**config.mk**
```make
export PLATFORM = sky130hd
export DESIGN_NAME = pwm_edge_window_capture_unit
export DESIGN_NICKNAME = d
export VERILOG_FILES = /design/src/rtl/pwmc_pkg.sv /design/src/rtl/pwmc_ram.sv /design/src/rtl/pwmc_ctrl.sv /design/src/rtl/pwm_edge_window_capture_unit.sv
export SDC_FILE = /design/constraint.sdc
export NUM_CORES = 2
export LEC_CHECK = 0
export BUFFER_PORTS_ARGS = -buffer_cell sky130_fd_sc_hd__buf_2
export CORE_MARGIN = 2
export CORE_UTILIZATION = 45
export CTS_BUF_LIST = sky130_fd_sc_hd__clkbuf_8
export DETAILED_ROUTE_END_ITERATION = 7
export PLACE_DENSITY = 0.63
export SETUP_SLACK_MARGIN = 0.1
export SLEW_MARGIN = 20
export SYNTH_ARGS = -nofsm -noshare
export SYNTH_HDL_FRONTEND = slang
export SYNTH_HIERARCHICAL = 1
export SYNTH_SLANG_ARGS = --single-unit
export TNS_END_PERCENT = 100
```
**constraint.sdc**
```tcl
create_clock -name clk -period 11.3 [get_ports clk]
set_input_delay 1.13 -clock clk [delete_from_list [all_inputs] [get_ports clk]]
set_output_delay 1.13 -clock clk [all_outputs]
set_load 0.1 [all_outputs]
```
**src/rtl/pwmc_pkg.sv**
```systemverilog
// Shared types and op codes for the PWM edge window capture unit.
// No dependencies; imported by pwmc_ctrl, the top level and the testbench.
package pwmc_pkg;

	localparam logic [2:0] OP_FALL  = 3'd0;
	localparam logic [2:0] OP_RISE  = 3'd1;
	localparam logic [2:0] OP_OPEN  = 3'd2;
	localparam logic [2:0] OP_CLOSE = 3'd3;
	localparam logic [2:0] OP_READ  = 3'd4;
	localparam logic [2:0] OP_TAKE  = 3'd5;
	localparam logic [2:0] OP_RESET = 3'd6;

	localparam int TS_W    = 32;
	localparam int CNT6_W  = 6;
	localparam int IDX_W   = 5;
	localparam int ENTRY_W = 2 * TS_W;

	typedef struct packed {
		logic [2:0]        op;
		logic [TS_W-1:0]   timestamp;
		logic [IDX_W-1:0]  read_index;
	} evt_t;

	typedef struct packed {
		logic              window_open;
		logic              window_ready;
		logic              taken;
		logic [CNT6_W-1:0] sample_count;
		logic [TS_W-1:0]   entry_period;
		logic [TS_W-1:0]   entry_width;
		logic [TS_W-1:0]   measurements_total;
		logic [TS_W-1:0]   missed_rising_total;
	} res_t;

	// status after one transaction, handed from control to the result stage
	typedef struct packed {
		logic              window_open;
		logic              window_ready;
		logic              taken;
		logic [CNT6_W-1:0] sample_count;
		logic [TS_W-1:0]   measurements_total;
		logic [TS_W-1:0]   missed_rising_total;
		logic              entry_hit;
	} stat_t;

endpackage

```
**src/rtl/pwmc_ram.sv**
```systemverilog
// Generic single-write, single-read synchronous RAM with registered read data.
// No dependencies.
module pwmc_ram #(
	parameter int WIDTH = 64,
	parameter int DEPTH = 32
) (
	input  logic                                  clk,
	input  logic                                  wr_en,
	input  logic [(DEPTH > 1 ? $clog2(DEPTH) : 1)-1:0] wr_addr,
	input  logic [WIDTH-1:0]                      wr_data,
	input  logic                                  rd_en,
	input  logic [(DEPTH > 1 ? $clog2(DEPTH) : 1)-1:0] rd_addr,
	output logic [WIDTH-1:0]                      rd_data
);

	logic [WIDTH-1:0] mem_q [DEPTH];

	always_ff @(posedge clk) begin
		if (wr_en) begin
			mem_q[wr_addr] <= wr_data;
		end
		if (rd_en) begin
			rd_data <= mem_q[rd_addr];
		end
	end

endmodule

```
**src/rtl/pwmc_ctrl.sv**
```systemverilog
// Capture state machine, window flags, counters and entry-clear flags.
// Uses pwmc_pkg; drives the write port of the window RAM.
module pwmc_ctrl #(
	parameter int WINDOW_DEPTH = 32,
	localparam int AW = (WINDOW_DEPTH > 1) ? $clog2(WINDOW_DEPTH) : 1
) (
	input  logic                  clk,
	input  logic                  arst_n,
	input  logic                  accept,
	input  pwmc_pkg::evt_t        item,
	input  logic                  capture_en,
	output pwmc_pkg::stat_t       stat,
	output logic                  wr_en,
	output logic [AW-1:0]         wr_addr,
	output logic [pwmc_pkg::ENTRY_W-1:0] wr_data
);

	import pwmc_pkg::*;

	localparam int CW = $clog2(WINDOW_DEPTH + 1);

	logic                    wait_fall_q, wait_fall_nxt;
	logic [TS_W-1:0]         last_fall_q, last_fall_nxt;
	logic [TS_W-1:0]         last_rise_q, last_rise_nxt;
	logic [CW-1:0]           count_q, count_nxt;
	logic                    collecting_q, collecting_nxt;
	logic                    ready_q, ready_nxt;
	logic [TS_W-1:0]         total_q, total_nxt;
	logic [TS_W-1:0]         missed_q, missed_nxt;
	logic [WINDOW_DEPTH-1:0] clr_q, clr_nxt;
	logic [TS_W-1:0]         per;
	logic [TS_W-1:0]         wid;
	logic                    rise_ok;
	logic                    idx_ok;
	logic                    edges_on;
	logic                    taken;
	logic                    hit;
	logic                    store;

	always_comb begin
		wait_fall_nxt  = wait_fall_q;
		last_fall_nxt  = last_fall_q;
		last_rise_nxt  = last_rise_q;
		count_nxt      = count_q;
		collecting_nxt = collecting_q;
		ready_nxt      = ready_q;
		total_nxt      = total_q;
		missed_nxt     = missed_q;
		clr_nxt        = clr_q;
		taken          = 1'b0;
		hit            = 1'b0;
		store          = 1'b0;
		per            = item.timestamp - last_fall_q;
		rise_ok        = last_rise_q > last_fall_q;
		wid            = rise_ok ? (last_rise_q - last_fall_q) : per;
		idx_ok         = 9'(item.read_index) < 9'(WINDOW_DEPTH);
		edges_on       = capture_en && collecting_q;
		unique case (item.op)
			OP_FALL: begin
				if (edges_on) begin
					if (wait_fall_q && (count_q < CW'(WINDOW_DEPTH))) begin
						store                 = 1'b1;
						count_nxt             = count_q + CW'(1);
						total_nxt             = total_q + TS_W'(1);
						missed_nxt            = rise_ok ? missed_q : missed_q + TS_W'(1);
						clr_nxt[AW'(count_q)] = 1'b0;
					end
					last_fall_nxt = item.timestamp;
					wait_fall_nxt = 1'b0;
				end
			end
			OP_RISE: begin
				if (edges_on && !wait_fall_q) begin
					last_rise_nxt = item.timestamp;
					wait_fall_nxt = 1'b1;
				end
			end
			OP_OPEN: begin
				count_nxt      = '0;
				wait_fall_nxt  = 1'b0;
				last_fall_nxt  = '0;
				last_rise_nxt  = '0;
				collecting_nxt = 1'b1;
				ready_nxt      = 1'b0;
			end
			OP_CLOSE: begin
				if (collecting_q) begin
					collecting_nxt = 1'b0;
					ready_nxt      = 1'b1;
				end
			end
			OP_READ: begin
				hit = idx_ok && !clr_q[AW'(item.read_index)];
			end
			OP_TAKE: begin
				if (ready_q) begin
					ready_nxt = 1'b0;
					taken     = 1'b1;
				end
			end
			OP_RESET: begin
				clr_nxt        = '1;
				count_nxt      = '0;
				wait_fall_nxt  = 1'b0;
				last_fall_nxt  = '0;
				last_rise_nxt  = '0;
				collecting_nxt = 1'b0;
				ready_nxt      = 1'b0;
			end
			default: begin
			end
		endcase
	end

	always_ff @(posedge clk or negedge arst_n) begin
		if (!arst_n) begin
			wait_fall_q  <= 1'b0;
			last_fall_q  <= '0;
			last_rise_q  <= '0;
			count_q      <= '0;
			collecting_q <= 1'b0;
			ready_q      <= 1'b0;
			total_q      <= '0;
			missed_q     <= '0;
			clr_q        <= '0;
		end else if (accept) begin
			wait_fall_q  <= wait_fall_nxt;
			last_fall_q  <= last_fall_nxt;
			last_rise_q  <= last_rise_nxt;
			count_q      <= count_nxt;
			collecting_q <= collecting_nxt;
			ready_q      <= ready_nxt;
			total_q      <= total_nxt;
			missed_q     <= missed_nxt;
			clr_q        <= clr_nxt;
		end
	end

	assign wr_en   = accept && store;
	assign wr_addr = AW'(count_q);
	assign wr_data = {per, wid};

	assign stat.window_open         = collecting_nxt;
	assign stat.window_ready        = ready_nxt;
	assign stat.taken               = taken;
	assign stat.sample_count        = CNT6_W'(count_nxt);
	assign stat.measurements_total  = total_nxt;
	assign stat.missed_rising_total = missed_nxt;
	assign stat.entry_hit           = hit;

endmodule

```
**src/rtl/pwm_edge_window_capture_unit.sv**
```systemverilog
// PWM edge window capture: top level with window RAM, control and result stage.
// Pipeline: two register stages, the stage-1 status register and the result register;
// a transaction waits in stage 1 while the result register holds a result not yet taken.
// Throughput: one transaction per cycle while results are taken; the window RAM has one write and one read port.
// Reset (arst_n low): window closed, counters zero, capture enabled; stored entries
// are not cleared and read back undefined until written or cleared by the reset op.
// Uses pwmc_pkg, pwmc_ctrl and pwmc_ram.
module pwm_edge_window_capture_unit #(
	parameter int WINDOW_DEPTH = 32
) (
	input  logic            clk,
	input  logic            arst_n,
	input  logic            evt_valid,
	output logic            evt_ready,
	input  pwmc_pkg::evt_t  evt,
	output logic            res_valid,
	input  logic            res_ready,
	output pwmc_pkg::res_t  res,
	input  logic            cfg_valid,
	output logic            cfg_ready,
	input  logic            cfg_data
);

	import pwmc_pkg::*;

	localparam int AW = (WINDOW_DEPTH > 1) ? $clog2(WINDOW_DEPTH) : 1;

	logic               capture_en_q;
	logic               evt_accept;
	logic               s1_valid;
	logic               s1_advance;
	stat_t              stat;
	stat_t              stat_s1;
	logic               wr_en;
	logic [AW-1:0]      wr_addr;
	logic [ENTRY_W-1:0] wr_data;
	logic               rd_en;
	logic [ENTRY_W-1:0] rd_data;
	logic               res_valid_q;
	res_t               res_q;

	assign cfg_ready = 1'b1;

	always_ff @(posedge clk or negedge arst_n) begin
		if (!arst_n) begin
			capture_en_q <= 1'b1;
		end else if (cfg_valid && cfg_ready) begin
			capture_en_q <= cfg_data;
		end
	end

	assign s1_advance = s1_valid && (!res_valid_q || res_ready);
	assign evt_ready  = !s1_valid || s1_advance;
	assign evt_accept = evt_valid && evt_ready;

	pwmc_ctrl #(
		.WINDOW_DEPTH(WINDOW_DEPTH)
	) u_ctrl (
		.clk       (clk),
		.arst_n    (arst_n),
		.accept    (evt_accept),
		.item      (evt),
		.capture_en(capture_en_q),
		.stat      (stat),
		.wr_en     (wr_en),
		.wr_addr   (wr_addr),
		.wr_data   (wr_data)
	);

	assign rd_en = evt_accept && (evt.op == OP_READ);

	pwmc_ram #(
		.WIDTH(ENTRY_W),
		.DEPTH(WINDOW_DEPTH)
	) u_ram (
		.clk    (clk),
		.wr_en  (wr_en),
		.wr_addr(wr_addr),
		.wr_data(wr_data),
		.rd_en  (rd_en),
		.rd_addr(AW'(evt.read_index)),
		.rd_data(rd_data)
	);

	always_ff @(posedge clk or negedge arst_n) begin
		if (!arst_n) begin
			s1_valid <= 1'b0;
		end else if (evt_ready) begin
			s1_valid <= evt_valid;
		end
	end

	always_ff @(posedge clk) begin
		if (evt_accept) begin
			stat_s1 <= stat;
		end
	end

	always_ff @(posedge clk or negedge arst_n) begin
		if (!arst_n) begin
			res_valid_q <= 1'b0;
		end else if (s1_advance) begin
			res_valid_q <= 1'b1;
		end else if (res_ready) begin
			res_valid_q <= 1'b0;
		end
	end

	always_ff @(posedge clk) begin
		if (s1_advance) begin
			res_q.window_open         <= stat_s1.window_open;
			res_q.window_ready        <= stat_s1.window_ready;
			res_q.taken               <= stat_s1.taken;
			res_q.sample_count        <= stat_s1.sample_count;
			res_q.entry_period        <= stat_s1.entry_hit ? rd_data[ENTRY_W-1:TS_W] : '0;
			res_q.entry_width         <= stat_s1.entry_hit ? rd_data[TS_W-1:0] : '0;
			res_q.measurements_total  <= stat_s1.measurements_total;
			res_q.missed_rising_total <= stat_s1.missed_rising_total;
		end
	end

	assign res_valid = res_valid_q;
	assign res       = res_q;

	a_open_clears: assert property (@(posedge clk) disable iff (!arst_n)
		evt_accept && (evt.op == OP_OPEN) |=> stat_s1.window_open
			&& !stat_s1.window_ready && (stat_s1.sample_count == '0))
		else $error("open did not start an empty window");

	a_flags_exclusive: assert property (@(posedge clk) disable iff (!arst_n)
		s1_valid |-> !(stat_s1.window_open && stat_s1.window_ready))
		else $error("window open and ready together");

	a_take_clears: assert property (@(posedge clk) disable iff (!arst_n)
		s1_valid && stat_s1.taken |-> !stat_s1.window_ready)
		else $error("take left the window ready");

	a_stall_blocks: assert property (@(posedge clk) disable iff (!arst_n)
		s1_valid && res_valid_q && !res_ready |-> !evt_ready)
		else $error("transaction accepted while pipeline stalled");

endmodule

```
==> Yosys cells after proc, flatten, opt, wreduce, memory -nomap -nowiden <==
Memory sizes are Yosys's and may differ from the RTL's. A register that Yosys moved wholly into a read port is not among the register bits.
Cells that the tools add are included.
{ "op_classes": {"addsub": 5, "mul": 0, "div": 0, "order_cmp": 5, "eq_ne": 9, "shift": 0, "muxes": 36, "n_bitwise": 2, "reduce_logical": 27} }
{ "op_table": {"columns": ["operator", "n"], "rows": [
  ["two-way mux 32 bit", 12],
  ["one-hot mux 32 bit (2 select lines)", 3],
  ["adder 32 x 1 -> 32 bit, second input constant", 2],
  ["subtractor 32 bit", 2],
  ["AND 32 bit", 1],
  ["greater-than comparator 32 bit", 1],
  ["inverter 32 bit", 1],
  ["two-way mux 1 bit", 13],
  ["< comparator 5 x 6 -> 1 bit, second input constant", 2],
  ["two-way mux 6 bit", 2],
  ["one-hot mux 6 bit (2 select lines)", 1],
  ["equality test 3 bit, second input constant", 3],
  ["logical AND 1 bit", 8],
  ["AND reduction 4 bit", 2],
  ["nonzero test 2 bit", 4],
  ["adder 6 x 1 -> 6 bit, second input constant", 1],
  ["equality test 3 x 2 -> 1 bit, second input constant", 2],
  ["< comparator 6 bit, second input constant", 1],
  ["inequality test 2 x 1 -> 1 bit, second input constant", 3],
  ["AND reduction 3 bit", 2],
  ["binary-select mux 1 bit (select 5 bit)", 1],
  ["demux 1 bit (select 5 bit)", 1],
  [">= comparator 5 x 1 -> 1 bit, second input constant", 1],
  ["zero test 1 bit", 4],
  ["8 further kinds", 11]
]} }
{ "word_totals": {"register_bits": 383, "latchBits": 0, "mem_bits_rw": 2048, "rom_bits": 0, "in_bits": 46, "output_inout_bits": 140, "wordCells": 112, "mem_count": 1} }
{ "mem_list": {"columns": ["name", "words", "word_bits", "read_ports", "rd_ports_with_merged_regs", "wr", "line", "rtl"], "rows": [
  ["u_ram.mem_q", 32, 64, 1, 1, 1, "pwmc_ram.sv:16", "logic [WIDTH-1:0] mem_q [DEPTH];"]
]} }

==> Logic depth before layout (Yosys ltp) <==
{ "logic_depth": {"depth_word": 9, "depth_mapped": 13, "depth_no_buf": 12} }

==> By module <==
Netlist, hierarchy kept.
{ "by_module_without_submodules": {"columns": ["module", "n_inst", "cells_per_inst", "area_per_inst_um2", "seq_area_each_um2"], "rows": [
  ["pwmc_ram", 1, 3097, 79605.1, 63420.8],
  ["pwmc_ctrl", 1, 1419, 12092.8, 4229.1],
  ["pwm_edge_window_capture_unit", 1, 295, 6998.0, 6412.4]
]} }

==> Worst setup path before layout <==
Ideal clock, no wire load.
{ "synth_timing": {"path_type": "in2reg", "from": "input port res_ready", "to": "memory u_ram.mem_q[12][0] (enable)", "setup_time_ps": 486, "arrival_ps": 8196, "t_required_ps": 10814, "path_slack_ps": 2617, "cell_stages": 7, "path_buffers": 1, "cell_sequence": "nand3b_1 > and2_1 > inv_1 > nor2_1 > or3b_2 > clkbuf_1 > nor2_1"} }
{ "synth_via": {"elab_chain_len": 7} }
{ "synth_rtl": {"columns": ["item", "line", "rtl"], "rows": [
  ["from (decl)", "pwm_edge_window_capture_unit.sv:17", "input logic res_ready,"],
  ["logical OR 1 bit", "pwm_edge_window_capture_unit.sv:52", "assign s1_advance = s1_valid && (!res_valid_q || res_ready);"],
  ["logical AND 1 bit", "pwm_edge_window_capture_unit.sv:52", null],
  ["logical OR 1 bit", "pwm_edge_window_capture_unit.sv:53", "assign evt_ready = !s1_valid || s1_advance;"],
  ["logical AND 1 bit", "pwm_edge_window_capture_unit.sv:54", "assign evt_accept = evt_valid && evt_ready;"],
  ["net evt_accept", "pwm_edge_window_capture_unit.sv:29", "logic evt_accept;"],
  ["logical AND 1 bit", "pwmc_ctrl.sv:139", "assign wr_en = accept && store;"],
  ["net wr_en", "pwm_edge_window_capture_unit.sv:34", "logic wr_en;"],
  ["two-way mux 1 bit", "pwmc_ram.sv:19", "if (wr_en) begin"],
  ["two-way mux 1 bit (not written as such)", "pwmc_ram.sv:20", "mem_q[wr_addr] <= wr_data;"],
  ["to (decl)", "pwmc_ram.sv:16", null]
]} }
The timed path passes the listed nets, and every way through them passes these cells.

==> Worst setup path after layout <==
{ "layout_timing": {"from": "register s1_valid", "to": "memory u_ram.mem_q[22][34] (enable)"} }
{ "layout_via": {"elab_chain_len": 6, "word_cells_on_any_way": 7, "classes_between": "2 x mux; 5 x reduce/logical"} }
{ "layout_rtl": {"columns": ["item", "line", "rtl"], "rows": [
  ["from (decl)", "pwm_edge_window_capture_unit.sv:30", "logic s1_valid;"],
  ["from (signal assigned)", "pwm_edge_window_capture_unit.sv:89", "s1_valid <= evt_valid;"],
  ["zero test 1 bit / logical AND 1 bit (equally long branches)", "pwm_edge_window_capture_unit.sv:53, pwm_edge_window_capture_unit.sv:52", null],
  ["logical OR 1 bit (*)", "pwm_edge_window_capture_unit.sv:53", null],
  ["logical AND 1 bit (*)", "pwm_edge_window_capture_unit.sv:54", null],
  ["net evt_accept", "pwm_edge_window_capture_unit.sv:29", null],
  ["logical AND 1 bit (*)", "pwmc_ctrl.sv:139", null],
  ["net wr_en", "pwm_edge_window_capture_unit.sv:34", null],
  ["two-way mux 1 bit (*)", "pwmc_ram.sv:19", null],
  ["two-way mux 1 bit (not written as such) (*)", "pwmc_ram.sv:20", null]
]} }
Mark *: on every way through the listed nets, which the timed path passes. The rest lies on a longest branch.

==> results.py <==
metrics = {
    "setup_path": {
        "cp_max_fo": 64,
        "path_cells": "nand3b_1 > and2_4 > inv_1 > nor2_1 > nand3b_1 > nor2_4 > buf_4",
        "critPathLaunchType": "flop",
        "critPathCaptureType": "flop",
        "crit_slowest_cell": "nor2_4",
        "path_common_cell": "nand3b_1",
        "rr_startpoint": "s1_valid$_DFFE_PN0P_",
        "path_class": "flop to flop",
        "crit_family": "simple AND/OR/NAND/NOR gates",
        "critPathArrivalTime_ps": 6440,
        "cp.required_ps": 11940,
        "crit_start": "s1_valid$_DFFE_PN0P_",
        "crit_buf_inv": 2,
        "cpPeakStageDelay_ps": 1160,
    },
    "min_path": {
        "holdCritPathClass": "primary input to async pin",
    },
    "cts": {
        "cts-hold-fix-buffers": 0,
        "post_cts.repair.setup_buffers": 0,
        "clk_pin_slew_worst_paths_ps": 60,
        "cts.sinks": 2495,
        "cts_tree": "done",
        "cts_buffers": 412,
        "cts_root_buffer": "clkbuf_8",
        "post_cts_resized": 0,
        "htree_levels": 5,
        "clock_latency_ps": 1110,
        "clock_path_buffers": 4,
    },
    "detailed_routing": {
        "dr_total_vias": 49921,
        "wirelength_um": 251000,
        "drc": 0,
        "wl_per_cell_um": 29.7,
        "drtIter0Drc": 5882,
        "ant_nets": 0,
        "drtPass1Iterations": 6,
        "via_per_inst": 5.90,
    },
    "layout": {
        "finalNetCount": 5409,
        "layout-drive-gt1-share": 0.304,
        "area_growth_pct": 12.8,
        "fillCellCount": 17171,
        "final_util": 0.512,
    },
    "timing": {
        "fin_crit_ps": 5800,
        "fmax_mhz": 173,
        "finalSetupViolCount": 0,
        "finClkSkew_ps": 136,
        "period_share": 0.513,
        "finalMaxSlewViolations": 0,
        "hold_viol_final": 0,
        "relSlewSlack": 0.215,
        "worst_pin_slew_ps": 1180,
        "rsz0062_at_grt": "false",
        "tns_ps": 0,
    },
    "global_route": {
        "antenna_found_initial": 11,
        "grt_pass1_vias": 50821,
        "grt_max_degree": 113,
        "grt_overflow": 0,
        "track_usage": 0.225,
        "grt_pass1_wl_um": 361000,
    },
    "synthesis": {
        "ys_types": 81,
        "yosysTopAreaCellShare": 0.707,
        "ys_warn_count": 6,
        "syn_area_per_cell_um2": 20.5,
        "synthTopCellsByArea": "edfxtp_1, mux4_2, dfrtp_1, mux2_2, xnor2_1",
        "synth_edf_count": 2323,
        "yosysSeqAreaShare": 0.750,
        "syn_inst": 4811,
        "yosysMostFrequentCell": "edfxtp_1",
        "syn-cell-area_mm2": 0.0987,
        "synth_seq_cells": 2495,
        "synth_common_cells": "edfxtp_1, mux4_2, nand2_1",
        "synth_flop_cell": "edfxtp_1",
        "synth_fp_nets": 4928,
        "async_flop_share": 0.0689,
        "synth_area_leader_cell": "edfxtp_1",
    },
    "floorplanning": {
        "coreArea_mm2": 0.218,
        "die_h_um": 472,
        "die_w_um": 472,
        "io_pins": 186,
        "dieArea_mm2": 0.223,
        "initial_core_util": 0.454,
        "rows": 171,
    },
    "job": {
        "maxCapViolCount": 0,
    },
    "outcome": {
        "status": "completed",
    },
    "power_and_ir_drop": {
        "peakVddDrop_v": 0.000156,
        "p_leak_nw": 36.9,
        "p_per_area_mw_per_mm2": 212,
    },
    "placed_design": {
        "gp_congestion": 0.855,
        "hpwl_um": 144000,
        "io_buffer_count": 184,
    },
}
final cells by class:
cell class	instances	area [um2]	area share
Multi-Input combinational cell	2030	24000	0.216
Antenna cell	8	20.0	0.000180
Clock buffer	431	5930	0.0533
Clock inverter	292	1480	0.0133
Tap cell	2854	3570	0.0321
Sequential cell	2495	74100	0.665
Timing Repair Buffer	301	2030	0.0182
Inverter	52	195	0.00175
where the power goes:
group	leakage (nW)	internal, mW	switching [mW]	total (mW)
Combinational	9.43	0.950	3.35	4.30
Clock	4.26	3.72	3.51	7.23
Sequential	23.2	12.0	0.0746	12.1
layer usage:
| metal | vias to the layer above | part of all wire | track usage |
|---|---|---|---|
| met3 | 405 | 0.075 | 0.0399 |
| met4 | 4 | 0.031 | 0.0749 |
| met1 | 26737 | 0.42 | 0.317 |
| met5 | - | 0.00011 | 0 |
| li1 | 20589 | - | - |
| met2 | 2186 | 0.48 | 0.356 |
path summary, 6_finish.rpt:
check,endpoint,slack [ps],cells past startpoint
max,u_ram/mem_q[22][34]$_DFFE_PP_,5500,7
min,u_ctrl/missed_q[12]$_DFFE_PN0P_,230,1
max reg2reg,u_ram/mem_q[22][34]$_DFFE_PP_,5500,7
min reg2reg,res[129]$_DFFE_PP_,400,0
max in group asynchronous,u_ctrl/clr_q[6]$_DFFE_PN0P_,9470,2
min in group clk,s1_valid$_DFFE_PN0P_,360,2
cells in the final DEF (no fill, tap or decap), drive strengths merged, types with 6 or more instances in the layout:
| cell type | instances |
|---|---|
| edfxtp | 2323 |
| mux4 | 612 |
| clkbuf | 431 |
| buf | 301 |
| nand2 | 273 |
| dfrtp | 171 |
| inv | 170 |
| o21ai | 162 |
| clkinv | 156 |
| xnor2 | 127 |
| nor2 | 124 |
| mux2 | 100 |
| and2 | 77 |
| ha | 69 |
| a21oi | 59 |
| xor2 | 52 |
| nand3 | 46 |
| mux2i | 41 |
| nand4 | 40 |
| and3 | 27 |
| a21o | 26 |
| nand2b | 19 |
| nor2b | 17 |
| nor3 | 15 |
| a221oi | 13 |
| nand3b | 11 |
| o211ai | 11 |
| o22ai | 11 |
| clkinvlp | 9 |
| bufinv | 9 |
| diode | 8 |
| a211oi | 8 |
| o21a | 8 |
| nor4 | 7 |
| a31oi | 6 |
| o31a | 6 |
kinds of logic after synthesis:
family / synth area share
AOI/OAI and AO/OA: 0.0219
xor gates and xnor gates: 0.0159
adders and majority gates: 0.00915
buffers and inverters: 0.0132
DFF: 0.750
muxes: 0.155
other: 0.0000380
and+or+nand+nor: 0.0341
stage by stage:
stage | std cells | total power, mW | setup slack (ps) | cell area (um2) | hold WS, ps
finish | 8463 | 23.6 | 5500 | 111000 | 230
floorplan | 4811 | 14.6 | 2620 | 98700 | 400
CTS | 8447 | 23.7 | 5530 | 111000 | 160
global placement | 7724 | 16.3 | 4760 | 104000 | 404
detailed placement | 7724 | 16.5 | 4640 | 104000 | 405
global route | 8458 | 24.4 | 5280 | 111000 | 242
sequential cells by signal (all words and copies together), names as in the netlist, 6 cells and up:
| signal | count |
|---|---|
| res | 137 |
| stat_s1 | 74 |
| u_ctrl/clr_q | 32 |
| u_ctrl/count_q | 6 |
| u_ctrl/last_fall_q | 32 |
| u_ctrl/last_rise_q | 32 |
| u_ctrl/missed_q | 32 |
| u_ctrl/total_q | 32 |
| u_ram/mem_q | 2048 |
| u_ram/rd_data | 64 |
No activity file was read; power rests on OpenSTA's default activity.
